### config.mk
export PLATFORM = sky130hd
export DESIGN_NAME = bmmd_front
export DESIGN_NICKNAME = d
export VERILOG_FILES = /design/src/rtl/bmmd_pkg.sv /design/src/rtl/bmmd_front.sv
export SDC_FILE = /design/constraint.sdc
export NUM_CORES = 1
export LEC_CHECK = 0
export BUFFER_PORTS_ARGS = -buffer_cell sky130_fd_sc_hd__buf_2
export CORE_ASPECT_RATIO = 0.9
export CORE_UTILIZATION = 40
export DETAILED_ROUTE_END_ITERATION = 10
export PLACE_DENSITY = 0.77
export SLEW_MARGIN = 20
export SYNTH_ARGS = -nofsm -noshare
export SYNTH_HDL_FRONTEND = slang
export SYNTH_SLANG_ARGS = --single-unit
### constraint.sdc
create_clock -name clk -period 2.85 [get_ports clk]
set_input_delay 0.4275 -clock clk [delete_from_list [all_inputs] [get_ports clk]]
set_output_delay 0.4275 -clock clk [all_outputs]
set_load 0.05 [all_outputs]
### src/rtl/bmmd_pkg.sv
package bmmd_pkg;

  // RAM sizes in bytes
  localparam int CHIP_BYTES = 524288;
  localparam int SLOW_BYTES = 524288;

  localparam int SEG_BYTES = 65536;
  localparam int CHIP_SEGS = CHIP_BYTES / SEG_BYTES;
  localparam int SLOW_SEGS = SLOW_BYTES / SEG_BYTES;
  localparam int CHIP_AW   = $clog2(CHIP_BYTES);
  localparam int SLOW_AW   = $clog2(SLOW_BYTES);
  localparam int MAX_BYTES = (CHIP_BYTES > SLOW_BYTES) ? CHIP_BYTES : SLOW_BYTES;
  localparam int CLR_AW    = $clog2(MAX_BYTES);

  localparam int ADDR_W = 24;
  localparam int OFFS_W = 21;

  // Segment map
  localparam logic [7:0] SEG_OVL_END   = 8'h04;
  localparam logic [7:0] SEG_CHIP_END  = 8'h20;
  localparam logic [7:0] SEG_SLOW_BASE = 8'hC0;
  localparam logic [7:0] SEG_SLOW_SPAN = 8'h18;
  localparam logic [7:0] SEG_CUSTOM_HI = 8'hDF;
  localparam logic [7:0] SEG_CIA       = 8'hBF;
  localparam logic [7:0] SEG_AUTO      = 8'hE8;
  localparam logic [7:0] SEG_ROM_BASE  = 8'hFC;
  localparam logic [7:0] CHIP_SEGS8    = 8'(CHIP_SEGS);
  localparam logic [7:0] SLOW_SEGS8    = 8'(SLOW_SEGS);

  // Access sizes
  localparam logic [1:0] SIZE_BYTE = 2'd0;
  localparam logic [1:0] SIZE_WORD = 2'd1;

  // Configuration registers
  localparam int          CFG_AW           = 2;
  localparam logic [1:0]  CFG_BOOT_OVERLAY = 2'd0;

  typedef enum logic [2:0] {
    RG_CHIP   = 3'd0,
    RG_SLOW   = 3'd1,
    RG_ROM    = 3'd2,
    RG_CUSTOM = 3'd3,
    RG_CIA    = 3'd4,
    RG_AUTO   = 3'd5,
    RG_NONE   = 3'd6
  } region_t;

  typedef struct packed {
    region_t             region;
    logic [OFFS_W-1:0]   offset;
  } dec_t;

  // One byte request from the front to the back
  typedef struct packed {
    region_t             region;
    logic [ADDR_W-1:0]   byte_address;
    logic [OFFS_W-1:0]   local_offset;
    logic [7:0]          write_byte;
    logic                is_write;
    logic                misaligned;
    logic                last_byte;
  } req_t;

  function automatic dec_t decode_byte(logic [ADDR_W-1:0] addr, logic overlay);
    logic [7:0]  seg;
    logic [15:0] low;
    logic [7:0]  s;
    dec_t        d;
    seg      = addr[23:16];
    low      = addr[15:0];
    d.region = RG_NONE;
    d.offset = '0;
    if (overlay && seg < SEG_OVL_END) begin
      d.region = RG_ROM;
      d.offset = addr[OFFS_W-1:0];
    end else if (seg < SEG_CHIP_END) begin
      // mirror chip RAM across the rest of its window
      s        = (seg < CHIP_SEGS8) ? seg : (seg & (CHIP_SEGS8 - 8'd1));
      d.region = RG_CHIP;
      d.offset = {s[4:0], low};
    end else if (seg >= SEG_SLOW_BASE && seg < SEG_SLOW_BASE + SEG_SLOW_SPAN) begin
      s = seg - SEG_SLOW_BASE;
      if (s < SLOW_SEGS8) begin
        d.region = RG_SLOW;
        d.offset = {s[4:0], low};
      end else begin
        d.region = RG_CUSTOM;
      end
    end else if (seg == SEG_CUSTOM_HI) begin
      d.region = RG_CUSTOM;
    end else if (seg == SEG_CIA) begin
      d.region = RG_CIA;
    end else if (seg == SEG_AUTO) begin
      d.region = RG_AUTO;
    end else if (seg >= SEG_ROM_BASE) begin
      s        = seg - SEG_ROM_BASE;
      d.region = RG_ROM;
      d.offset = {s[4:0], low};
    end
    return d;
  endfunction

endpackage

### src/rtl/bmmd_front.sv
module bmmd_front (
  input  logic                      clk,
  input  logic                      rst_n,
  input  logic                      in_valid,
  output logic                      in_stall,
  input  logic [bmmd_pkg::ADDR_W-1:0] in_address,
  input  logic                      in_func,
  input  logic [1:0]                in_access_size,
  input  logic [31:0]               in_write_value,
  input  logic                      overlay,
  input  logic                      clearing,
  input  logic                      q_full,
  output logic                      push,
  output bmmd_pkg::req_t            push_req
);
  import bmmd_pkg::*;

  logic              busy_r, busy_nxt;
  logic [ADDR_W-1:0] addr_r;
  logic              wr_r;
  logic [31:0]       wval_r;
  logic              mis_r;
  logic [1:0]        k_r, k_nxt;
  logic [1:0]        last_r;
  logic              accept;
  logic              push_last;
  logic [1:0]        sel;
  logic [7:0]        wb;
  logic [ADDR_W-1:0] ba;
  dec_t              dec;

  assign push      = busy_r && !q_full;
  assign push_last = (k_r == last_r);
  // take the next access on the edge that sends the final byte of this one
  assign in_stall  = clearing || (busy_r && !(push && push_last));
  assign accept    = in_valid && !in_stall;

  assign ba  = addr_r + ADDR_W'(k_r);
  assign sel = last_r - k_r;
  assign dec = decode_byte(ba, overlay);

  always_comb begin
    case (sel)
      2'd0:    wb = wval_r[7:0];
      2'd1:    wb = wval_r[15:8];
      2'd2:    wb = wval_r[23:16];
      default: wb = wval_r[31:24];
    endcase
    push_req.region       = dec.region;
    push_req.byte_address = ba;
    push_req.local_offset = dec.offset;
    push_req.write_byte   = wr_r ? wb : 8'd0;
    push_req.is_write     = wr_r;
    push_req.misaligned   = mis_r;
    push_req.last_byte    = push_last;
  end

  always_comb begin
    busy_nxt = busy_r;
    k_nxt    = k_r;
    if (push) begin
      k_nxt = k_r + 2'd1;
      if (push_last) begin
        busy_nxt = 1'b0;
      end
    end
    if (accept) begin
      busy_nxt = 1'b1;
      k_nxt    = 2'd0;
    end
  end

  always_ff @(posedge clk) begin
    if (!rst_n) begin
      busy_r <= 1'b0;
      k_r    <= 2'd0;
    end else begin
      busy_r <= busy_nxt;
      k_r    <= k_nxt;
    end
  end

  always_ff @(posedge clk) begin
    if (accept) begin
      addr_r <= in_address;
      wr_r   <= in_func;
      wval_r <= in_write_value;
      mis_r  <= (in_access_size != SIZE_BYTE) && in_address[0];
      case (in_access_size)
        SIZE_BYTE: last_r <= 2'd0;
        SIZE_WORD: last_r <= 2'd1;
        default:   last_r <= 2'd3;
      endcase
    end
  end

endmodule

-- After elaboration in Yosys (flattened, before gate mapping)
Cells that the tools add are included.
- input port bits: 65
- latch bits: 0
- bits in read-only memories: 0
- memories: 0
- RAM bits: 0
- register bits after elaboration: 63
- div/mod/pow operators: 0
- order comparisons: 7
- equality and inequality tests: 7
- add/subtract/negate cells: 5
- reductions and logical operators: 18
- multipliers: 0
- bitwise logic cells: 1
- shifts and indexed selects: 0
- multiplexer cells: 19
- operators with widths (kind ; number):
    2-to-1 mux 24 bit ; 4
    2-to-1 mux 21 bit ; 4
    adder 24 x 2 -> 24 bit ; 1
    equality test 8 bit (second input constant) ; 3
    case mux 8 bit (3 select lines) ; 1
    >= comparator 8 bit (second input constant) ; 2
    less-than comparator 8 x 4 -> 1 bit (second input constant) ; 2
    2-to-1 mux 3 bit ; 3
    less-than comparator 8 x 3 -> 1 bit (second input constant) ; 1
    less-than comparator 8 x 6 -> 1 bit (second input constant) ; 1
    less-than comparator 8 bit (second input constant) ; 1
    2-to-1 mux 8 bit ; 1
    subtractor 8 bit (second input constant) ; 1
    logical AND 1 bit ; 7
    nonzero test 2 bit ; 3
    2-to-1 mux 5 bit ; 1
    subtractor 5 bit (second input constant) ; 1
    equality test 2 x 1 -> 1 bit (second input constant) ; 2
    zero test 2 bit ; 2
    case mux 2 bit (2 select lines) ; 1
    zero test 1 bit ; 3
    2-to-1 mux 1 bit ; 3
    adder 2 x 1 -> 2 bit (second input constant) ; 1
    equality test 2 bit ; 1
    7 further kinds ; 7

-- Depth between registers and ports, before layout
Gate-level depths: netlist (run 1).
- depth after elaboration: 10
- gate-level depth with buffers: 12
- mapped depth without buffers: 11

-- Worst setup path before layout (run 1)
No wires, ideal clock.
- path kind: register to output
- start: reg addr_r[1]
- end: out push_req[57] (netlist bit)
- buffers on the path: 0
- cell stages (with the launch flop): 9
- arrival: 3852 ps
- data required time: 2423 ps
- slack: -1430 ps
- path through: edfxtp_1 > ha_1 > a21oi_1 > nor4_4 > nand2_1 > xnor2_1 > nor4b_1 > o21a_1 > o31ai_1
- RTL lines (item ; line ; RTL):
    from (decl) ; bmmd_front.sv:19 ; logic [ADDR_W-1:0] addr_r;
    from (signal assigned) ; bmmd_front.sv:85 ; addr_r <= in_address;
    to (decl) ; bmmd_front.sv:14 ; output bmmd_pkg::req_t push_req

==> reports/qor.yml, run 1 <==
timing:
  hold_viol: 0
  timing.fmax_mhz: 293
  fin_hold_ws_ns: 0.263
  fin_crit_sh_pct: 120
  slew_violations: 0
  fin_ws_ns: -0.564
  rsz0062_at_grt: "true"
  finalCriticalPeriod_ns: 3.41
  setup-violations-final: 23
  finalClockSkew_ns: 0.00643
  finalSetupTns_ns: -11.85
synthesis:
  ys_types: 45
  synth_edf_count: 60
  synth_seq_cells: 63
  ys_seq_area_share_pct: 58.1
  synth_ff_type: "edfxtp_1"
  syn_area_per_cell_um2: 13.6
  synthArstFlopShare_pct: 0
  syn_area_mm2: 0.00321
  netlist_instances: 235
  syn-num-nets: 307
  yosysWarnings: 0
routing:
  drtPass1Iterations: 4
  routed_wl_mm: 8.40
  drt_first_iter_violations: 103
  avgViaCountPerCell: 4.92
  wl_per_cell_um: 15.8
  drcViolationCount: 0
  vias: 2620
  route.antenna.remaining_nets: 0
global_route:
  grt_max_degree: 61
  grt_use_total_pct: 19.3
  globalRoute.totalOverflow: 0
  met1_usage_pct: 21.0
  use_met3_pct: 3.75
  grt.met2_usage_pct: 36.0
  grt_first_pass_wirelength_mm: 11.9
  top_usage_layer: "met2"
  antenna_found_initial: 0
  grt_pass1_vias: 2598
worst_setup_path:
  endpoint_kind: "output port"
  start_kind: "flop"
  cp.arrival_ns: 2.99
  required_ns: 2.42
  criticalPathCategory: "flop to output port"
  worstPathMaxFanout: 8
clock_network:
  cts_tree: "built"
  htreeDepth: 3
  clockBufferDepth: 2
  clk_latency_ns: 0.33
  cts_root_buffer: "clkbuf_8"
  cts_sinks: 63
  clk_pin_slew_worst_paths_ns: 0.07
  cts-buffers-inserted: 9
power:
  vdd_drop_max_mv: 0.390
  powerDensity_mw_per_mm2: 421
  power_mw: 2.32
  leakagePower_nw: 2.26
floorplan:
  dieArea_mm2: 0.00838
  core_mm2: 0.00766
  initial_core_util_pct: 41.9
  pin_count: 126
  die_h_um: 86.9
  die_w_um: 96.4
  rows: 30
cells_and_area:
  num_antenna_cells: 0
  fill_cells: 514
  nets: 503
  drive_gt1_share_pct: 67.2
  fin_util_pct: 72.0
  regArea_mm2: 0.00187
  multi_input_area_mm2: 0.00176
  layout.cells.non_filler: 532
  areaGrowthSynthToFinish_pct: 71.8
  fin_area_mm2: 0.00551
run:
  maxCapViolCount: 0
place:
  post_dp_cell_area_mm2: 0.00467
  dp_slack_ns: -0.259
  dp_cells: 499
  gp_congestion: 0.806
  io_buffers: 124
  post-dp-hpwl_mm: 5.82
outcome:
  outcome: "finished with violations"
  violations: "setup timing"
min_path:
  holdCritPathClass: "input port to flop"
final timing paths:
check,depth (start not counted),slack [ns],start,endpoint
worst max-delay path,13,-0.56,addr_r[1],push_req[16]
worst min-delay path,1,0.26,in_address[4],addr_r[4]
worst max register to register,8,0.74,k_r[0],wval_r[30]
worst min register to register,2,0.52,busy_r,busy_r
layout make-up:
class                   count  share of cell area (%)
inverters                  11                   0.954
well taps                  96                    2.18
repair buffers            196                    27.5
flip-flops and latches     63                    33.9
multi-input cells         150                    31.9
clock inverters             7                    1.34
clock buffers               9                    2.25
cell families after synthesis:
family / count (synthesis) / share of synthesized area, %
AND/OR/NAND/NOR: 75 / 14.0
flip-flops: 63 / 58.1
buffers and inverters: 22 / 3.63
multiplexers: 9 / 5.97
AO/OA/AOI/OAI: 31 / 7.37
XOR/XNOR: 27 / 7.84
adder cells (fa/ha/maj): 7 / 2.97
other: 1 / 0.117
Yosys cell counts (2+ instances only):
cell       count  area (µm²)
and4_1         2        17.5
a2bb2oi_1      2        17.5
inv_1         10        37.5
o21ai_0        2        10.0
nand4_1        5        31.3
edfxtp_1      60        1800
and2_1        10        62.6
xnor2_2        2        32.5
buf_6          2        22.5
o21a_1        15         113
and3_1         2        12.5
nor3_1         3        15.0
clkbuf_1       4        15.0
xor2_1        10        87.6
o31ai_1        2        15.0
a21oi_1        3        15.0
buf_4          5        37.5
nand3_1       11        55.1
nand2_1       12        45.0
xnor2_1       15         131
nor2b_1        5        31.3
ha_1           6        75.1
nor2_1        14        52.6
nand2b_1       2        12.5
mux4_2         8         180
nor4_4         2        42.5
dfxtp_1        3        60.1
layout by cell type (no fill, tap or decap), types with 5 or more instances in the layout:
cell type,count
buf_4,59
edfxtp_1,60
nor2_4,5
and2_1,9
nand4_1,5
xor2_1,6
mux4_2,8
buf_6,23
inv_1,8
nor2_1,9
xnor2_1,10
buf_8,17
buf_2,90
nand3_1,7
clkbuf_8,9
o21a_4,13
nand2_1,11
what timing repair did:
item / in CTS / in global routing
pin swaps: 5 / 15
resized for setup: 63 / 68
endpoints found under the setup margin: 26 / 43
hold buffers: 0 / 0
cloned: 0 / 1
setup buffers: 12 / 6
power breakdown:
group | internal, mW | switching (mW)
combinational | 0.202 | 0.284
clock | 0.404 | 0.346
sequential | 1.06 | 0.0228
flip-flops by register name, indices dropped and copies added (netlist names):
| register | flops |
|---|---|
| addr_r | 24 |
| busy_r | 1 |
| k_r | 2 |
| last_r | 2 |
| mis_r | 1 |
| wr_r | 1 |
| wval_r | 32 |
critical path: stages, from the launching register on:
cell and delay (ns):
edfxtp_1 0.45, buf_6 0.15, fa_2 0.42, nand2_4 0.09
nor4_4 0.04, buf_6 0.14, a32o_2 0.22, a32oi_2 0.20
buf_4 0.16, o31ai_4 0.07, and2_4 0.19, clkbuf_16 0.16
o21a_4 0.20, buf_8 0.14
layer usage:
metal / up-vias / wire, µm
li1: 1253 / -
met1: 1244 / 3190
met2: 105 / 4650
met3: 18 / 366
met4: 0 / 181
met5: - / 0
No activity file was read; power rests on OpenSTA's default activity.
==> run 2: changes to the inputs <==
BUFFER_PORTS_ARGS = default   (was -buffer_cell sky130_fd_sc_hd__buf_2)
CTS_CLUSTER_SIZE = 30   (was default)
DONT_BUFFER_PORTS = 1   (was default)
PLACE_DENSITY = 0.63   (was 0.77)
==> run 2 against run 1 <==
- total power grew 0.14%
- routed wire length shrank 13%
- worst setup slack improved by 0.12 ns
- non-clock buffer count fell by 96
- die area unchanged
- the run still ends with setup timing left
- core utilization decreased by 7.3 points
==> reports/qor.yml, run 2 (synthesized netlist as in run 1, its figures left out) <==
clock_network:
  clockBufferDepth: 2
  cts-buffers-inserted: 9
  cts_sinks: 63
  cts_root_buffer: "clkbuf_8"
  clk_pin_slew_worst_paths_ns: 0.07
  cts_tree: "built"
  htreeDepth: 3
  clk_latency_ns: 0.33
min_path:
  holdCritPathClass: "input port to flop"
  hp-start: "in_address[9]"
  holdPathEnd: "addr_r[9]"
  min_path_cells: 0
worst_setup_path:
  worstPathMaxFanout: 7
  crit_path_max_incr_delay_ns: 0.45
  cp_cell_sequence: "buf_6 -> fa_2 -> nand2_4 -> nor4_4 -> buf_6 -> nand3_4 -> xor2_4 -> buf_12 -> inv_8 -> ha_4 -> nand2b_4 -> a2bb2oi_4 -> buf_6 -> nor2_4 -> buf_12"
  endpoint_kind: "output port"
  cp.arrival_ns: 2.87
  r2r-start: "k_r[0]"
  r2r-end: "wval_r[28]"
  rr_worst_depth: 8
  required_ns: 2.42
  crit_top_cell: "buf_6"
  worst_path_max_delay_cell: "edfxtp_1"
  r2r_slack_ns: 0.65
  start_kind: "flop"
  criticalPathCategory: "flop to output port"
global_route:
  grt_first_pass_wirelength_mm: 10.7
  grt_use_total_pct: 17.7
  antenna_found_initial: 0
  grt_max_degree: 34
  grt_pass1_vias: 2172
  globalRoute.totalOverflow: 0
cells_and_area:
  layout.cells.non_filler: 436
  top_register: "wval_r"
  final_common_cell: "buf_4"
  drive_gt1_share_pct: 57.6
  fill_cells: 562
  multi_input_area_mm2: 0.00174
  areaGrowthSynthToFinish_pct: 54.4
  num_antenna_cells: 0
  nets: 407
  regArea_mm2: 0.00187
  final_cell_mix: "buf_4, edfxtp_1, o21a_4"
  top_regs: "wval_r (32), addr_r (24)"
  largest_reg_flops: 32
timing:
  fin_hold_ws_ns: 0.185
  rsz0062_at_grt: "true"
  tightest_slew_ns: 0.691
  setup-violations-final: 25
  hold_viol: 0
  fin_crit_sh_pct: 116
  slew_violations: 0
  finalCriticalPeriod_ns: 3.30
  timing.fmax_mhz: 303
  finalClockSkew_ns: 0.0143
  slew_headroom_pct: 53.9
  fin_ws_ns: -0.447
floorplan:
  die_w_um: 96.4
  die_h_um: 86.9
  rows: 30
  pin_count: 126
  dieArea_mm2: 0.00838
  initial_core_util_pct: 41.9
  core_mm2: 0.00766
routing:
  route.antenna.remaining_nets: 0
  met2WireLength_mm: 3.87
  drt_first_iter_violations: 78
  avgViaCountPerCell: 5.08
  drcViolationCount: 0
  met1_length_mm: 2.77
  wl_per_cell_um: 16.7
  top_layer: "met4"
  vias: 2217
  routed_wl_mm: 7.27
  wl_met3_um: 539
  drtPass1Iterations: 4
power:
  vdd_drop_max_mv: 0.461
  powerDensity_mw_per_mm2: 469
  leakagePower_nw: 1.84
place:
  io_buffers: 0
  dp_slack_ns: -0.232
  post-dp-hpwl_mm: 5.45
  dp_cells: 398
  gp_congestion: 0.801
outcome:
  outcome: "finished with violations"
  violations: "setup timing"
run:
  maxCapViolCount: 0
==> run 2: cell count changes in the layout (fill, tap and decap cells not counted), sizes merged <==
cell	delta
clkbuf	-2
buf	-93
clkinv	-2
bufinv	+1
==> run 2: critical path, delay by kind of cell, from the launching register on <==
| kind | cells | cell delay (ns) |
|---|---|---|
| flops | 1 | 0.45 |
| buf+inv | 6 | 0.75 |
| xor+xnor | 1 | 0.19 |
| compound gates | 1 | 0.20 |
| simple gates | 5 | 0.40 |
| fa+ha+maj | 2 | 0.57 |
==> run 2: worst max-delay path by stage <==
stage,endpoint,slack [ns],start
after floorplan,push_req[57],-0.37,addr_r[1]
after global placement,push_req[27],-0.17,addr_r[0]
after detailed placement,push_req[15],-0.23,addr_r[0]
after CTS,push_req[57],-0.45,addr_r[0]
after global routing,push_req[57],-0.59,addr_r[1]
final,push_req[28],-0.45,addr_r[1]
==> run 2: final cells by class <==
type                            instances  area share (%)
Clock buffer                           10            2.58
Clock inverter                          6            1.72
Inverter                               11            1.16
Multi-Input combinational cell        150            35.2
Sequential cell                        63            37.7
Tap cell                               96            2.43
Timing Repair Buffer                  100            19.2
==> run 2: repair_timing <==
item / CTS / global route
hold buffers: 0 / 0
cloned: 0 / 1
endpoints found under the setup margin: 24 / 37
resized for setup: 25 / 23
pin swaps: 34 / 8
setup buffers: 14 / 8
==> run 2: stage by stage <==
step / power (mW) / area (µm²) / util (%) / TNS, ns
6_report: 2.32 / 4950 / 64.7 / -9.57
5_1_grt: 2.40 / 4950 / 64.7 / -13.32
4_1_cts: 2.33 / 4770 / 62.4 / -9.72
3_5_place_dp: 1.49 / 4310 / 56.3 / -3.76
3_3_place_gp: 1.48 / 4310 / 56.3 / -2.20
2_1_floorplan: 1.39 / 3560 / - / -6.44
==> run 2: layer usage <==
layer	up-vias	GRT usage, %
met4	0	8.96
met3	8	5.41
met2	90	31.8
li1	1071	-
met1	1048	18.5
met5	-	0
==> run 2: report_power, final <==
group	switching, mW	internal (mW)
clock network	0.327	0.489
logic	0.257	0.162
registers	0.0263	1.06
total	0.610	1.71
==> run 3: changes to the inputs <==
PLACE_DENSITY = default   (was 0.63)
==> run 3 against run 2 <==
- the run still ends with setup timing left
- cell area down 1.9%
- routed wire length fell by 0.37%
- via count down 1.2%
- critical path type unchanged
- largest cell class unchanged
==> reports/qor.yml, run 3 (synthesized netlist as in run 1, its figures left out) <==
outcome:
  violations: "setup timing"
  outcome: "finished with violations"
cells_and_area:
  areaGrowthSynthToFinish_pct: 51.4
  num_antenna_cells: 0
  final_cell_mix: "buf_4, edfxtp_1, o21a_4"
  nets: 398
  fill_cells: 567
  fin_util_pct: 63.4
  final_common_cell: "buf_4"
  fin_area_mm2: 0.00486
  top_register: "wval_r"
  drive_gt1_share_pct: 58.3
  layout.cells.non_filler: 427
  top_regs: "wval_r (32), addr_r (24)"
  largest_reg_flops: 32
timing:
  tightest_slew_ns: 0.682
  finalCriticalPeriod_ns: 3.32
  finalSetupTns_ns: -10.21
  timing.fmax_mhz: 301
  fin_ws_ns: -0.469
  slew_headroom_pct: 54.5
  slew_violations: 0
  fin_crit_sh_pct: 116
  rsz0062_at_grt: "true"
  hold_viol: 0
  setup-violations-final: 23
  finalClockSkew_ns: 0.00877
run:
  maxCapViolCount: 0
floorplan:
  core_mm2: 0.00766
  initial_core_util_pct: 41.9
  dieArea_mm2: 0.00838
  rows: 30
  die_h_um: 86.9
  pin_count: 126
  die_w_um: 96.4
global_route:
  grt_first_pass_wirelength_mm: 10.5
  antenna_found_initial: 0
  globalRoute.totalOverflow: 0
  grt_max_degree: 53
  grt_use_total_pct: 17.4
  grt_pass1_vias: 2174
routing:
  routed_wl_mm: 7.24
  drcViolationCount: 0
  wl_per_cell_um: 17.0
  vias: 2190
  route.antenna.remaining_nets: 0
  drtPass1Iterations: 4
  drt_first_iter_violations: 79
  avgViaCountPerCell: 5.13
worst_setup_path:
  worst_path_max_delay_cell: "edfxtp_1"
  crit_top_cell: "buf_6"
  endpoint_kind: "output port"
  start_kind: "flop"
  worstPathMaxFanout: 6
  required_ns: 2.42
  cp.arrival_ns: 2.89
  criticalPathCategory: "flop to output port"
  crit_path_max_incr_delay_ns: 0.42
  cp_cell_sequence: "ha_4 -> buf_4 -> a21oi_2 -> nor4_4 -> buf_6 -> buf_4 -> o21ai_1 -> a32oi_4 -> buf_6 -> nand2b_4 -> a2bb2oi_4 -> buf_6 -> nor2b_4 -> buf_12"
clock_network:
  htreeDepth: 3
  cts_sinks: 63
  cts-buffers-inserted: 9
  clockBufferDepth: 2
  clk_latency_ns: 0.34
  clk_pin_slew_worst_paths_ns: 0.07
  cts_root_buffer: "clkbuf_8"
  cts_tree: "built"
place:
  gp_congestion: 0.786
  io_buffers: 0
  dp_cells: 397
  post_dp_cell_area_mm2: 0.00431
  post-dp-hpwl_mm: 5.35
min_path:
  holdCritPathClass: "input port to flop"
power:
  power_mw: 2.25
  leakagePower_nw: 1.80
  powerDensity_mw_per_mm2: 464
  vdd_drop_max_mv: 0.512
-- run 3: changes by cell type in the layout (fill, tap and decap cells not counted), sizes merged --
cell and change:
inv +1, clkbuf -1, clkinvlp +1, buf -9, bufinv -1
-- run 3: worst max-delay path: cells and delay by family (launching register included) --
kind / cells / cell delay [ns]
buf+inv: 6 / 0.84
flops: 1 / 0.42
simple gates: 3 / 0.34
fa+ha+maj: 1 / 0.19
compound gates: 4 / 0.76
-- run 3: area by class of cell --
cell class	instances	area (µm²)	area share, %
multi-input combinational	150	1730	35.7
tap	96	120	2.47
inverter	11	52.6	1.08
sequential	63	1870	38.4
clock buffer	9	124	2.55
clock inverter	7	72.6	1.49
timing repair buffer	91	887	18.3
-- run 3: worst paths after layout --
check                     start            to  slack, ns  cells after the start
max                   addr_r[0]  push_req[12]      -0.47                     14
min          in_write_value[14]    wval_r[14]       0.18                      0
max reg2reg              k_r[0]    addr_r[13]       0.63                      8
min reg2reg              busy_r        busy_r       0.53                      2
-- run 3: stage by stage --
step,setup slack [ns],hold slack [ns]
final,-0.469,0.179
after global routing,-0.589,0.152
after CTS,-0.449,0.160
after detailed placement,-0.248,0.526
after global placement,-0.160,0.499
after floorplan,-0.367,0.474
-- run 3: per-layer routing --
metal	track usage, %	share of wire, %	vias to the layer above
met1	18.4	37	1030
met3	6.81	8.2	12
met2	30.4	53	93
met4	7.75	1.9	0
met5	0	0	-
li1	-	-	1055
-- run 3: report_power, final --
part           internal (mW)  switching [mW]
clock network          0.404           0.349
logic                  0.154           0.253
registers               1.06          0.0275
-- run 3: repair_timing --
action                     4_1_cts  5_1_grt
setup endpoints to repair       24       36
resized for setup               24       24
hold buffers                     0        0
pin swaps                       34       11
setup buffers                   13        3
cloned                           0        1
