===== src/rtl/bmmd_pkg.sv =====
package bmmd_pkg;

  // RAM sizes in bytes
  localparam int CHIP_BYTES = 524288;
  localparam int SLOW_BYTES = 524288;

  localparam int SEG_BYTES = 65536;
  localparam int CHIP_SEGS = CHIP_BYTES / SEG_BYTES;
  localparam int SLOW_SEGS = SLOW_BYTES / SEG_BYTES;
  localparam int CHIP_AW   = $clog2(CHIP_BYTES);
  localparam int SLOW_AW   = $clog2(SLOW_BYTES);
  localparam int MAX_BYTES = (CHIP_BYTES > SLOW_BYTES) ? CHIP_BYTES : SLOW_BYTES;
  localparam int CLR_AW    = $clog2(MAX_BYTES);

  localparam int ADDR_W = 24;
  localparam int OFFS_W = 21;

  // Segment map
  localparam logic [7:0] SEG_OVL_END   = 8'h04;
  localparam logic [7:0] SEG_CHIP_END  = 8'h20;
  localparam logic [7:0] SEG_SLOW_BASE = 8'hC0;
  localparam logic [7:0] SEG_SLOW_SPAN = 8'h18;
  localparam logic [7:0] SEG_CUSTOM_HI = 8'hDF;
  localparam logic [7:0] SEG_CIA       = 8'hBF;
  localparam logic [7:0] SEG_AUTO      = 8'hE8;
  localparam logic [7:0] SEG_ROM_BASE  = 8'hFC;
  localparam logic [7:0] CHIP_SEGS8    = 8'(CHIP_SEGS);
  localparam logic [7:0] SLOW_SEGS8    = 8'(SLOW_SEGS);

  // Access sizes
  localparam logic [1:0] SIZE_BYTE = 2'd0;
  localparam logic [1:0] SIZE_WORD = 2'd1;

  // Configuration registers
  localparam int          CFG_AW           = 2;
  localparam logic [1:0]  CFG_BOOT_OVERLAY = 2'd0;

  typedef enum logic [2:0] {
    RG_CHIP   = 3'd0,
    RG_SLOW   = 3'd1,
    RG_ROM    = 3'd2,
    RG_CUSTOM = 3'd3,
    RG_CIA    = 3'd4,
    RG_AUTO   = 3'd5,
    RG_NONE   = 3'd6
  } region_t;

  typedef struct packed {
    region_t             region;
    logic [OFFS_W-1:0]   offset;
  } dec_t;

  // One byte request from the front to the back
  typedef struct packed {
    region_t             region;
    logic [ADDR_W-1:0]   byte_address;
    logic [OFFS_W-1:0]   local_offset;
    logic [7:0]          write_byte;
    logic                is_write;
    logic                misaligned;
    logic                last_byte;
  } req_t;

  function automatic dec_t decode_byte(logic [ADDR_W-1:0] addr, logic overlay);
    logic [7:0]  seg;
    logic [15:0] low;
    logic [7:0]  s;
    dec_t        d;
    seg      = addr[23:16];
    low      = addr[15:0];
    d.region = RG_NONE;
    d.offset = '0;
    if (overlay && seg < SEG_OVL_END) begin
      d.region = RG_ROM;
      d.offset = addr[OFFS_W-1:0];
    end else if (seg < SEG_CHIP_END) begin
      // mirror chip RAM across the rest of its window
      s        = (seg < CHIP_SEGS8) ? seg : (seg & (CHIP_SEGS8 - 8'd1));
      d.region = RG_CHIP;
      d.offset = {s[4:0], low};
    end else if (seg >= SEG_SLOW_BASE && seg < SEG_SLOW_BASE + SEG_SLOW_SPAN) begin
      s = seg - SEG_SLOW_BASE;
      if (s < SLOW_SEGS8) begin
        d.region = RG_SLOW;
        d.offset = {s[4:0], low};
      end else begin
        d.region = RG_CUSTOM;
      end
    end else if (seg == SEG_CUSTOM_HI) begin
      d.region = RG_CUSTOM;
    end else if (seg == SEG_CIA) begin
      d.region = RG_CIA;
    end else if (seg == SEG_AUTO) begin
      d.region = RG_AUTO;
    end else if (seg >= SEG_ROM_BASE) begin
      s        = seg - SEG_ROM_BASE;
      d.region = RG_ROM;
      d.offset = {s[4:0], low};
    end
    return d;
  endfunction

endpackage


===== src/rtl/bmmd_queue.sv =====
module bmmd_queue (
  input  logic            clk,
  input  logic            rst_n,
  input  logic            push,
  input  bmmd_pkg::req_t  push_req,
  input  logic            pop,
  output logic            full,
  output logic            empty,
  output bmmd_pkg::req_t  head
);
  import bmmd_pkg::*;

  req_t       slot_r [2];
  logic       wp_r, rp_r;
  logic [1:0] cnt_r;
  logic       do_push, do_pop;

  assign full    = (cnt_r == 2'd2);
  assign empty   = (cnt_r == 2'd0);
  assign do_push = push && !full;
  assign do_pop  = pop && !empty;
  assign head    = slot_r[rp_r];

  always_ff @(posedge clk) begin
    if (!rst_n) begin
      wp_r  <= 1'b0;
      rp_r  <= 1'b0;
      cnt_r <= 2'd0;
    end else begin
      if (do_push) begin
        wp_r <= ~wp_r;
      end
      if (do_pop) begin
        rp_r <= ~rp_r;
      end
      cnt_r <= cnt_r + {1'b0, do_push} - {1'b0, do_pop};
    end
  end

  always_ff @(posedge clk) begin
    if (do_push) begin
      slot_r[wp_r] <= push_req;
    end
  end

endmodule


===== config.mk =====
export PLATFORM = sky130hd
export DESIGN_NAME = bmmd_queue
export DESIGN_NICKNAME = d
export VERILOG_FILES = /design/src/rtl/bmmd_pkg.sv /design/src/rtl/bmmd_queue.sv
export SDC_FILE = /design/constraint.sdc
export NUM_CORES = 1
export LEC_CHECK = 0
export BUFFER_PORTS_ARGS = -buffer_cell sky130_fd_sc_hd__buf_4
export CORE_ASPECT_RATIO = 1.75
export CORE_UTILIZATION = 55
export CTS_CLUSTER_SIZE = 25
export DETAILED_ROUTE_END_ITERATION = 8
export GPL_TIMING_DRIVEN = 0
export PLACE_DENSITY = 0.81
export SETUP_SLACK_MARGIN = 0.5
export SLEW_MARGIN = 20
export SYNTH_ARGS = -nofsm -noshare
export SYNTH_HDL_FRONTEND = slang
export SYNTH_SLANG_ARGS = --single-unit

===== constraint.sdc =====
create_clock -name clk -period 6.15 [get_ports clk]
set_clock_uncertainty 0.05 [all_clocks]
set_input_delay 0 -clock clk [delete_from_list [all_inputs] [get_ports clk]]
set_output_delay 0 -clock clk [all_outputs]
set_load 0.05 [all_outputs]

After elaboration in Yosys (flattened, before gate mapping). Memories as Yosys holds them, arrays and structs flattened. A register that Yosys moved wholly into a read port is not among the register bits. Cells that the tools add are included.

Register bits after elaboration: 4. Logic and storage cells: 18. Memories: 1. Memory bits (writable): 118.

Memories: slot_r (words 2, bits a word 59, read ports 1, clocked after Yosys merged registers in 1, wr ports 1, line bmmd_queue.sv:13) `req_t slot_r [2];`.

Eq/ne operators: 1. Add/sub/neg operators: 2. Bitwise operators: 2. Mux-type cells: 4. Reduce and logical (&&, ||, !) cells: 5.

Operator list (count): $mux W1 (4); $add A2 B1 Y2 (1); $eq A2 B2 Y1 const B (1); $logic_and A1 B1 Y1 (2); $logic_not A1 Y1 (2); $logic_not A2 Y1 (1); $not A1 Y1 (2); $sub A2 B1 Y2 (1).

Depth between registers and ports, before layout. Gate-level depths: netlist of the first run.

Depth in word-level cells: 5. Depth in mapped cells: 8. Depth with buffers taken out: 8.

Worst setup path before layout of the first run. No wires, ideal clock.

Path type: reg-to-reg. Start: register cnt_r[0]. End: memory slot_r[0][0] (netlist name), enable pin. Required time: 5.624 ns. Data arrival time: 3.060 ns. Setup time: 0.476 ns. Slack: 2.564 ns. Stages on the path, launching flop included: 4. Buffers on the path: 0. Cells stage by stage: dfxtp_1 -> nand2b_1 -> nand2_1 -> nor2_1.

Longest elaborated chain between the ends: 5.

Ends and longest elaborated chain: start, declared (line bmmd_queue.sv:15) `logic [1:0] cnt_r;`; start signal, assigned (line bmmd_queue.sv:36) `cnt_r <= cnt_r + {1'b0, do_push} - {1'b0, do_pop};`; $eq A2 B2 Y1 (line bmmd_queue.sv:18) `assign full = (cnt_r == 2'd2);`; $logic_not A1 Y1 (line bmmd_queue.sv:20) `assign do_push = push && !full;`; $logic_and A1 B1 Y1 (line bmmd_queue.sv:20); $mux W1 (line bmmd_queue.sv:41) `if (do_push) begin`; $mux W1 (not written as such) (line bmmd_queue.sv:42) `slot_r[wp_r] <= push_req;`; end, declared (line bmmd_queue.sv:13).

No other way between the ends.

Worst setup path after layout of the first run. Same ends and word-level chain as after synthesis.

==> metrics.cfg, run 1 <==
[grt]
antenna_found_initial=0
grt_util_all_layers_pct=24.6
grt_pass1_wl_um=14700
grt_overflow=0
grt_pass1_vias=2813
grt_max_degree=31

[placed_design]
dp_hpwl_um=5640
dp_slack_ns=4.30
port_buffers=123
gp_congestion=0.677

[setup_path]
cp_max_fo=24
crit_type=reg -> reg
cp.required_ns=6.21
worstSetupStartpointType=flop
crit_path_end_kind=flop
cp.arrival_ns=1.96

[pwr]
pwr-share-seq_pct=33.0
peakVddDrop_uv=367
pwr-share-comb_pct=37.8
p_sw_w=0.00119
p_sw_share_pct=35.0
pwr-share-clk_pct=29.1
leakagePower_nw=2.69
powerDensity_nw_per_um2=495
p_int_w=0.00221

[sta]
max_freq_mhz=526
setup_viol=0
tns_ns=0
period_minus_slack_ns=1.90
finalHoldViolations=0
min_period_over_period_pct=30.9
timing.hold.ws_ns=0.269
max_slew_margin_pct=58.9
layout_setup_ws_ns=4.25
rsz0062_at_grt=false
tightestPinTransition_ns=0.615
finalMaxSlewViolations=0

[logic_synthesis]
syn-num-nets=276
ys_ff_latch=123
yosysSeqAreaShare_pct=80.3
ys_types=19
avgSynthCellArea_um2=21.5
netlist_area_um2=4540
yosysWarningCount=0
syn_inst=211

[clocking]
clkTransAtPathRegs_ns=0.05
tritoncts=yes
cts_buffers=17
clock_path_buffers=2
holdBufCountCts=62
clock_sinks=123
cts_setup_buffers=0
h-tree-depth=4
ctsResizeCount=0
root_buffer=clkbuf_16
clock_latency_ns=0.40

[run_status]
outcome=finished, violations left
violations=DRC

[die]
die_area_um2=8630
num_io_pins=124
die_x_um=70.7
core_area_um2=7960
rows=43
start_util_pct=57.0
chipHeight_um=122

[layout]
nets=483
layout_common_cells=123 x buf_4, 118 x edfxtp_1, 62 x dlygate4sd3_1
utilization_pct=86.3
mostFrequentLayoutCell=buf_4
diodes=0
drive_above_1_share_pct=51.0
area_delta_synth_final_pct=51.4

[hold_path]
hold_class=in -> reg

[detailed_routing]
drtAntennaViolNets=0
vias=2693
initialDrtViolationCount=148
first_pass_iters=6
routed_wl_um=9970
vias_per_cell=5.19
remaining_drc_errors=18
routedWlPerCell_um=19.2

[job]
max_cap_viol_count=0

[cell type report]
cell class	count	area, um^2
clock inverter	10	150
timing repair buffer	188	1620
clock buffer	20	437
buffer	7	57.6
fill	367	1090
inverter	3	11.3
tap	90	113
multi-input combinational	78	837
sequential	123	3640
[metal layers]
layer  GRT usage (%)  wire length (um)  part of all wire (%)  vias up
li1                -                 -                     -     1234
met1            24.8              3360                    34     1343
met2            45.6              5870                    59       93
met3            7.28               478                   4.8       23
met4            12.3               260                   2.6        0
met5               0                 0                     0        -
[synth_stat cells (all sizes together)]
library cell | n | area [um^2]
nor3 | 1 | 5.00
mux2 | 59 | 702
mux2i | 1 | 10.0
buf | 7 | 57.6
edfxtp | 118 | 3540
xnor2 | 1 | 8.76
ha | 2 | 25.0
o21a | 1 | 7.51
dfxtp | 5 | 100
nor2 | 5 | 18.8
and2 | 2 | 12.5
nand2b | 2 | 12.5
inv | 3 | 11.3
and3 | 1 | 6.26
nand2 | 2 | 7.51
xor2 | 1 | 8.76
[path summary, 6_finish.rpt]
check / start / endpoint / slack, ns / cells after the start
max: cnt_r[0] / slot_r[0][0] / 4.25 / 4
min: push_req[0] / slot_r[1][0] / 0.27 / 2
max reg2reg: cnt_r[0] / slot_r[0][0] / 4.25 / 4
min reg2reg: rp_r / flop / 0.48 / 2
[worst max-delay path, stage by stage (launching register included)]
cell and delay, ns:
dfxtp_1 0.38, nand2b_1 0.22, nand2_1 0.18, nor2_4 0.51
buf_16 0.25
[per-stage QoR]
stage,cells,power (W),area [um^2]
floorplan,211,0.00201,4540
global placement,424,0.00234,5570
detailed placement,427,0.00238,5660
CTS,519,0.00340,6870
global route,519,0.00350,6870
finish,519,0.00340,6870
[power groups by stage]
stage | clock network [W] | registers, W | logic [W]
6_report | 0.000990 | 0.00112 | 0.00129
5_1_grt | 0.00104 | 0.00113 | 0.00134
4_1_cts | 0.00100 | 0.00112 | 0.00128
3_5_place_dp | 0 | 0.00113 | 0.00124
3_3_place_gp | 0 | 0.00114 | 0.00120
2_1_floorplan | 0 | 0.00113 | 0.000882
[state kept, by name (all words and copies together) (netlist names), named ones only]
signal / cells
slot_r: 118
cnt_r: 2
rp_r: 1
wp_r: 1
[logic make-up after synthesis]
logic type,after synthesis,share of synthesized area (%)
flops,123,80.3
mux,60,15.7
simple gates,13,1.38
buf+inv,10,1.52
xor+xnor,2,0.386
fa+ha+maj,2,0.551
compound gates,1,0.166
Power figures use the tool's default switching activity.
==> run 2: changes to the inputs <==
--- a/config.mk
+++ b/config.mk
@@ -5,13 +5,14 @@
 export SDC_FILE = /design/constraint.sdc
 export NUM_CORES = 1
 export LEC_CHECK = 0
+export ABC_AREA = 1
 export BUFFER_PORTS_ARGS = -buffer_cell sky130_fd_sc_hd__buf_4
 export CORE_ASPECT_RATIO = 1.75
-export CORE_UTILIZATION = 55
+export CORE_UTILIZATION = 52
 export CTS_CLUSTER_SIZE = 25
 export DETAILED_ROUTE_END_ITERATION = 8
 export GPL_TIMING_DRIVEN = 0
-export PLACE_DENSITY = 0.81
+export PLACE_DENSITY = 0.77
 export SETUP_SLACK_MARGIN = 0.5
 export SLEW_MARGIN = 20
 export SYNTH_ARGS = -nofsm -noshare
==> constraint.sdc (replaced) <==
create_clock -name clk -period 1.84 [get_ports clk]
set_clock_uncertainty 0.05 [all_clocks]
set_input_delay 0 -clock clk [delete_from_list [all_inputs] [get_ports clk]]
set_output_delay 0 -clock clk [all_outputs]
set_load 0.05 [all_outputs]
==> metrics.cfg, run 2 <==
[placed_design]
port_buffers=123
gp_congestion=0.683
dp_hpwl_um=5590
dp_slack_ns=-0.0321
placedCellCount=463

[hold_path]
hold_class=in -> reg

[sta]
rsz0062_at_grt=true
timing.hold.ws_ns=0.271
tightestPinTransition_ns=0.251
max_slew_margin_pct=83.2
min_period_over_period_pct=92.1
tns_ns=0
finalHoldViolations=0
setup_viol=0
finalMaxSlewViolations=0
layout_setup_ws_ns=0.145
max_freq_mhz=590
period_minus_slack_ns=1.69

[setup_path]
cp_max_fo=5
timing.rr.start=cnt_r[0]
crit_type=reg -> out
crit_path_end=head[53]
worstSetupStartpointType=flop
cp.arrival_ns=1.64
crit_path_end_kind=primary output
cp.required_ns=1.79
r2r_end=cnt_r[1]
r2r_slack_ns=0.21
rr_worst_depth=10

[logic_synthesis]
yosysTopAreaCell=edfxtp_1
yosysTopAreaCellShare_pct=77.9
syn_inst=222
avgSynthCellArea_um2=20.5
yosysSeqAreaShare_pct=80.1
synth-edff-count=118
yosysWarningCount=0
synth_area_leaders=edfxtp_1 78%, mux2_2 12%, mux2_4 3.3%, dfxtp_1 2.2%, inv_1 0.74%
ys_types=13
synth_most_common_cell=edfxtp_1
ys_ff_latch=123
synth-main-ff-cell=edfxtp_1
syn-num-nets=287
yosys-top-cells-count=118 x edfxtp_1, 49 x mux2_2, 10 x mux2_4, 9 x inv_1, 9 x nand2_1
netlist_area_um2=4550
async_reset_ff_share_pct=0

[grt]
grt_max_degree=17
grt_overflow=0
antenna_found_initial=2
grt_pass1_vias=3280
grt_pass1_wl_um=17400
grt_util_all_layers_pct=27.5

[pwr]
pwr-share-seq_pct=30.6
p_sw_w=0.00428
p_int_w=0.00800
pwr-share-comb_pct=41.5
p_sw_share_pct=34.8
peakVddDrop_uv=1210
leakagePower_nw=3.07
powerDensity_nw_per_um2=1580
pwr-share-clk_pct=27.9

[clocking]
clkTransAtPathRegs_ns=0.06
h-tree-depth=4
clock_latency_ns=0.41
root_buffer=clkbuf_16
tritoncts=yes
cts_buffers=17
clock_sinks=123
clock_path_buffers=2

[layout]
stdcell_count=592
nets=527
area_delta_synth_final_pct=71.0
largest_reg_flops=118
layout_common_cells=118 x edfxtp_1, 109 x buf_4, 62 x dlygate4sd3_1
regMostFlops=slot_r
drive_above_1_share_pct=57.5
mostFrequentLayoutCell=edfxtp_1
reg.largest.list=slot_r (118), cnt_r (2)

[detailed_routing]
vias_per_cell=5.32
routedWlPerCell_um=25.6
vias=3148
routed_wl_um=15200
first_pass_iters=4
drtAntennaViolNets=0
initialDrtViolationCount=174
remaining_drc_errors=0

[die]
num_io_pins=124
rows=44
die_x_um=72.7
die_area_um2=9140
start_util_pct=54.4
chipHeight_um=126
core_area_um2=8370

[run_status]
outcome=completed

[job]
max_cap_viol_count=0

run 2: changes by cell type after synthesis, moves of 2 or more:
cell / previous run / this run
and2_1: 2 / 0
nand2_1: 2 / 9
inv_1: 3 / 9
nand3_1: 0 / 3
nor2_1: 5 / 8
nand2b_1: 2 / 0
a21oi_1: 0 / 2
run 2: cell families (layout without fill, tap and decap cells):
logic type,after synthesis,after routing,share of synthesized area (%)
other,0,2,0
muxes,59,59,15.4
adders and majority gates,2,2,0.550
DFF,123,123,80.1
AOI/OAI and AO/OA,2,2,0.220
buffers and inverters,16,269,2.01
and+or+nand+nor,20,20,1.73
run 2: critical path, cell delays in order, from the launching register on:
cell and delay, ns:
dfxtp_2 0.33, buf_6 0.14, buf_12 0.14, buf_16 0.12
mux2_4 0.33, buf_8 0.16
run 2: cell type report:
class / count / area, um^2
plain buffers: 7 / 96.3
diodes: 2 / 5.00
well taps: 115 / 144
fillers: 247 / 587
clock inverters: 10 / 148
repair buffers: 220 / 2300
clock buffers: 22 / 444
inverters: 9 / 45.0
repair inverters: 1 / 7.51
multi-input cells: 83 / 943
flip-flops and latches: 123 / 3650
run 2: worst min path at each step:
stage | start | slack (ns) | depth (start not counted) | end
finish | push_req[0] | 0.27 | 2 | slot_r[1][0]
global route | push_req[49] | 0.25 | 2 | slot_r[0][49]
CTS | push_req[30] | 0.26 | 2 | slot_r[1][30]
detailed placement | push_req[35] | 0.14 | 1 | slot_r[0][35]
global placement | push_req[28] | 0.13 | 1 | slot_r[1][28]
floorplan | rst_n | 0.04 | 2 | cnt_r[0]
run 2: metrics by stage:
stage          power (W)  utilization (%)  area [um^2]
5_1_grt           0.0126             93.0         7780
6_report          0.0123             93.0         7780
4_1_cts           0.0116             89.4         7480
3_3_place_gp     0.00720             67.5         5650
2_1_floorplan    0.00626                -         4580
3_5_place_dp     0.00736             68.4         5720
run 2: per-layer routing:
| metal | part of all wire (%) | global-route usage, % | up-vias |
|---|---|---|---|
| li1 | - | - | 1347 |
| met1 | 32 | 26.9 | 1583 |
| met2 | 58 | 51.6 | 163 |
| met3 | 4.3 | 6.72 | 55 |
| met4 | 5.8 | 13.5 | 0 |
| met5 | 0 | 0 | - |
run 2: what timing repair did:
item                                    in CTS  in global routing
resized for setup                           70                 24
endpoints found under the setup margin     179                180
hold buffers                                62                  0
setup buffers                               13                  8
pin swaps                                    8                  6
cloned                                       6                  6
hold endpoints to repair                   123                  0
run 2: power groups by stage:
| stage | combinational (W) | sequential (W) | clock, W |
|---|---|---|---|
| 2_1_floorplan | 0.00256 | 0.00371 | 0 |
| 3_3_place_gp | 0.00348 | 0.00372 | 0 |
| 3_5_place_dp | 0.00363 | 0.00373 | 0 |
| 4_1_cts | 0.00453 | 0.00369 | 0.00337 |
| 5_1_grt | 0.00522 | 0.00378 | 0.00358 |
| 6_report | 0.00509 | 0.00376 | 0.00342 |
==> run 3: changes to the inputs <==
--- a/config.mk
+++ b/config.mk
@@ -7,12 +7,15 @@
 export LEC_CHECK = 0
 export ABC_AREA = 1
 export BUFFER_PORTS_ARGS = -buffer_cell sky130_fd_sc_hd__buf_4
+export CAP_MARGIN = 20
+export CELL_PAD_IN_SITES_DETAIL_PLACEMENT = 2
+export CELL_PAD_IN_SITES_GLOBAL_PLACEMENT = 2
 export CORE_ASPECT_RATIO = 1.75
-export CORE_UTILIZATION = 52
+export CORE_UTILIZATION = 37
 export CTS_CLUSTER_SIZE = 25
 export DETAILED_ROUTE_END_ITERATION = 8
 export GPL_TIMING_DRIVEN = 0
-export PLACE_DENSITY = 0.77
+export PLACE_DENSITY = 0.76
 export SETUP_SLACK_MARGIN = 0.5
 export SLEW_MARGIN = 20
 export SYNTH_ARGS = -nofsm -noshare
==> metrics.cfg, run 3 <==
[logic_synthesis]
syn-num-nets=287
ys_ff_latch=123
avgSynthCellArea_um2=20.5
muxShareOfSynthArea_pct=15.4
yosysTopAreaCell=edfxtp_1
ys_types=13
yosysTopAreaCellShare_pct=77.9
async_reset_ff_share_pct=0
synth_simple_gate_area_share_pct=1.73
syn_inst=222
synth_area_leaders=edfxtp_1 78%, mux2_2 12%, mux2_4 3.3%, dfxtp_1 2.2%, inv_1 0.74%
synthAdderAreaFrac_pct=0.550
synth_most_common_cell=edfxtp_1
yosysWarningCount=0
synth-edff-count=118
synth_top_family_by_area=multiplexers
synth-main-ff-cell=edfxtp_1
synth_xor_area_share_pct=0
yosys-top-cells-count=118 x edfxtp_1, 49 x mux2_2, 10 x mux2_4, 9 x inv_1, 9 x nand2_1
synth_compound_area_share_pct=0.220
netlist_area_um2=4550
yosysSeqAreaShare_pct=80.1

[clocking]
clock_sinks=123
h-tree-depth=4
clock_path_buffers=2
root_buffer=clkbuf_16
cts_buffers=17

[sta]
grt-worst-endpoint=head[7]
worstEndpointType=top-level output

[grt]
antenna_found_initial=1
grt_max_degree=17

[die]
chipHeight_um=149
num_io_pins=124
die_x_um=85.8
start_util_pct=37.9
rows=53

[placed_design]
dp_hpwl_um=6890
gp_congestion=0.678
placedCellCount=513
port_buffers=123

[run_status]
outcome=did not finish
lastStage=5_1_grt
stop_error=[ERROR DPL-0033] detailed placement checks failed during check placement.

-- run 3: cell counts after synthesis --
No cell type changed its count.
-- run 3: per-stage QoR --
step | hold slack (ns) | worst slack, ns | area, um^2 | setup TNS [ns] | utilization, %
3_5_place_dp | 0.137 | -0.143 | 5790 | -4.23 | 48.2
3_3_place_gp | 0.135 | -0.565 | 5710 | -64.83 | 47.6
4_1_cts | 0.241 | 0.168 | 7710 | 0 | 64.2
2_1_floorplan | 0.0434 | -0.0348 | 4580 | -2.05 | -
-- run 3: timing repair --
action,4_1_cts
setup endpoints to repair,179
resized for setup,80
setup buffers,19
cloned,8
pin swaps,8
hold buffers,62
hold endpoints to repair,123
-- run 3: cells by family after synthesis --
group / count (synthesis)
and+or+nand+nor: 20
buffers and inverters: 16
adders and majority gates: 2
muxes: 59
DFF: 123
AOI/OAI and AO/OA: 2
==> run 4: changes to the inputs <==
==> config.mk (replaced) <==
export PLATFORM = sky130hd
export DESIGN_NAME = bmmd_queue
export DESIGN_NICKNAME = d
export VERILOG_FILES = /design/src/rtl/bmmd_pkg.sv /design/src/rtl/bmmd_queue.sv
export SDC_FILE = /design/constraint.sdc
export NUM_CORES = 1
export LEC_CHECK = 0
export ABC_AREA = 1
export BUFFER_PORTS_ARGS = -buffer_cell sky130_fd_sc_hd__buf_4
export CAP_MARGIN = 20
export CORE_UTILIZATION = 40
export DETAILED_ROUTE_END_ITERATION = 8
export GPL_TIMING_DRIVEN = 0
export PLACE_DENSITY_LB_ADDON = 0.15
export SLEW_MARGIN = 20
export SYNTH_ARGS = -nofsm -noshare
export SYNTH_HDL_FRONTEND = slang
export SYNTH_SLANG_ARGS = --single-unit
==> metrics.cfg, run 4 (synthesis results as in run 2) <==
[detailed_routing]
wl_met3_um=457
wl_met2_um=4300
remaining_drc_errors=0
routed_wl_um=8270
routedWlPerCell_um=14.1
first_pass_iters=4
route.top_layer_used=met4
drtAntennaViolNets=0
initialDrtViolationCount=73
vias_per_cell=4.53
wl_met1_um=3400
vias=2665

[pwr]
p_int_w=0.00717
leakagePower_nw=2.73
peakVddDrop_uv=811
powerDensity_nw_per_um2=1530
pwr-share-seq_pct=34.1
p_total_w=0.0107
p_sw_share_pct=33.2
pwr-share-clk_pct=31.2
p_sw_w=0.00356
pwr-share-comb_pct=34.7

[hold_path]
hp-start=push_req[7]
whs_path_depth=2
hold_path_end=slot_r[0][7]
hold_class=in -> reg

[grt]
grt_pass1_wl_um=12700
antenna_found_initial=0
grt_overflow=0
grt_max_degree=31
grt_pass1_vias=2765
grt_util_all_layers_pct=14.8

[setup_path]
timing.rr.start=cnt_r[0]
rr_worst_depth=10
crit_type=reg -> out
cp.arrival_ns=1.65
r2r_end=cnt_r[1]
cp.required_ns=1.79
crit_path_end_kind=primary output
r2r_slack_ns=0.30
worstSetupStartpointType=flop
cp_max_fo=10

[job]
max_cap_viol_count=0

[layout]
layout_common_cells=127 x buf_4, 118 x edfxtp_1, 62 x dlygate4sd3_1
stdcell_count=588
regMostFlops=slot_r
mostFrequentLayoutCell=buf_4
fillers=820
reg.largest.list=slot_r (118), cnt_r (2)
largest_reg_flops=118
diodes=0
area_delta_synth_final_pct=54.4
drive_above_1_share_pct=52.0
nets=500
utilization_pct=64.0

[run_status]
outcome=completed

[clocking]
clock_path_buffers=2
clkTransAtPathRegs_ns=0.05
root_buffer=clkbuf_16
tritoncts=yes
h-tree-depth=4
clock_sinks=123
cts_buffers=17
clock_latency_ns=0.40

[placed_design]
port_buffers=123
gp_congestion=0.634
placedCellCount=488
dp_hpwl_um=5040

[sta]
timing.hold.ws_ns=0.278
period_minus_slack_ns=1.70
finalHoldViolations=0
tightestPinTransition_ns=0.349
min_period_over_period_pct=92.4
finalMaxSlewViolations=0
max_slew_margin_pct=76.7
setup_viol=0
rsz0062_at_grt=false
max_freq_mhz=588

[die]
rows=38
start_util_pct=41.4
core_area_um2=11000
num_io_pins=124
chipHeight_um=109
die_x_um=109
die_area_um2=11800

-- run 4: area by class of cell --
cell class	count	area [um^2]	area share, %
tap	140	175	2.49
clock buffer	18	429	6.11
timing repair inverter	1	7.51	0.107
buffer	7	60.1	0.855
multi-input combinational	83	831	11.8
inverter	9	37.5	0.534
clock inverter	14	178	2.53
sequential	123	3640	51.9
timing repair buffer	193	1660	23.7
-- run 4: how the worst max path moves through the flow --
stage                   from            end  slack [ns]  depth (start not counted)
floorplan           cnt_r[0]   slot_r[0][0]       -0.04                          4
global placement    cnt_r[1]  slot_r[1][55]       -0.68                          3
detailed placement  cnt_r[1]  slot_r[1][55]       -0.21                          4
finish                  flop       head[38]        0.14                          4
global route            flop       head[38]        0.04                          4
CTS                 cnt_r[1]   slot_r[1][0]      0.0007                          4
-- run 4: worst max-delay path: stages, from the launching register on --
cell and delay (ns):
dfxtp_1 0.32, buf_6 0.11, buf_2 0.25, mux2_2 0.38, buf_4 0.19
-- run 4: what timing repair did --
| item | CTS | global route |
|---|---|---|
| gates resized for setup | 1 | 1 |
| buffers inserted | 0 | 5 |
| hold buffers | 62 | 0 |
| setup endpoints to repair | 59 | 58 |
| endpoints found under the hold margin | 123 | 0 |
| pin swaps | 0 | 1 |
| cloned | 1 | 0 |
-- run 4: power by group through the flow --
stage / sequential [W] / combinational, W / clock (W)
floorplan: 0.00370 / 0.00255 / 0
global placement: 0.00372 / 0.00350 / 0
detailed placement: 0.00372 / 0.00359 / 0
CTS: 0.00366 / 0.00371 / 0.00342
global route: 0.00370 / 0.00393 / 0.00354
finish: 0.00366 / 0.00372 / 0.00335
-- run 4: metrics by stage --
stage | worst slack [ns] | area (um^2) | TNS (ns)
6_report | 0.139 | 7020 | 0
5_1_grt | 0.0430 | 7020 | 0
4_1_cts | 0.000682 | 6970 | 0
3_5_place_dp | -0.207 | 5740 | -6.14
3_3_place_gp | -0.680 | 5670 | -76.52
2_1_floorplan | -0.0401 | 4570 | -4.02
-- run 4: metal layers --
layer | GRT usage, % | vias to the layer above
li1 | - | 1275
met1 | 15.8 | 1298
met2 | 26.4 | 81
met3 | 5.26 | 11
met4 | 6.37 | 0
met5 | 0 | -
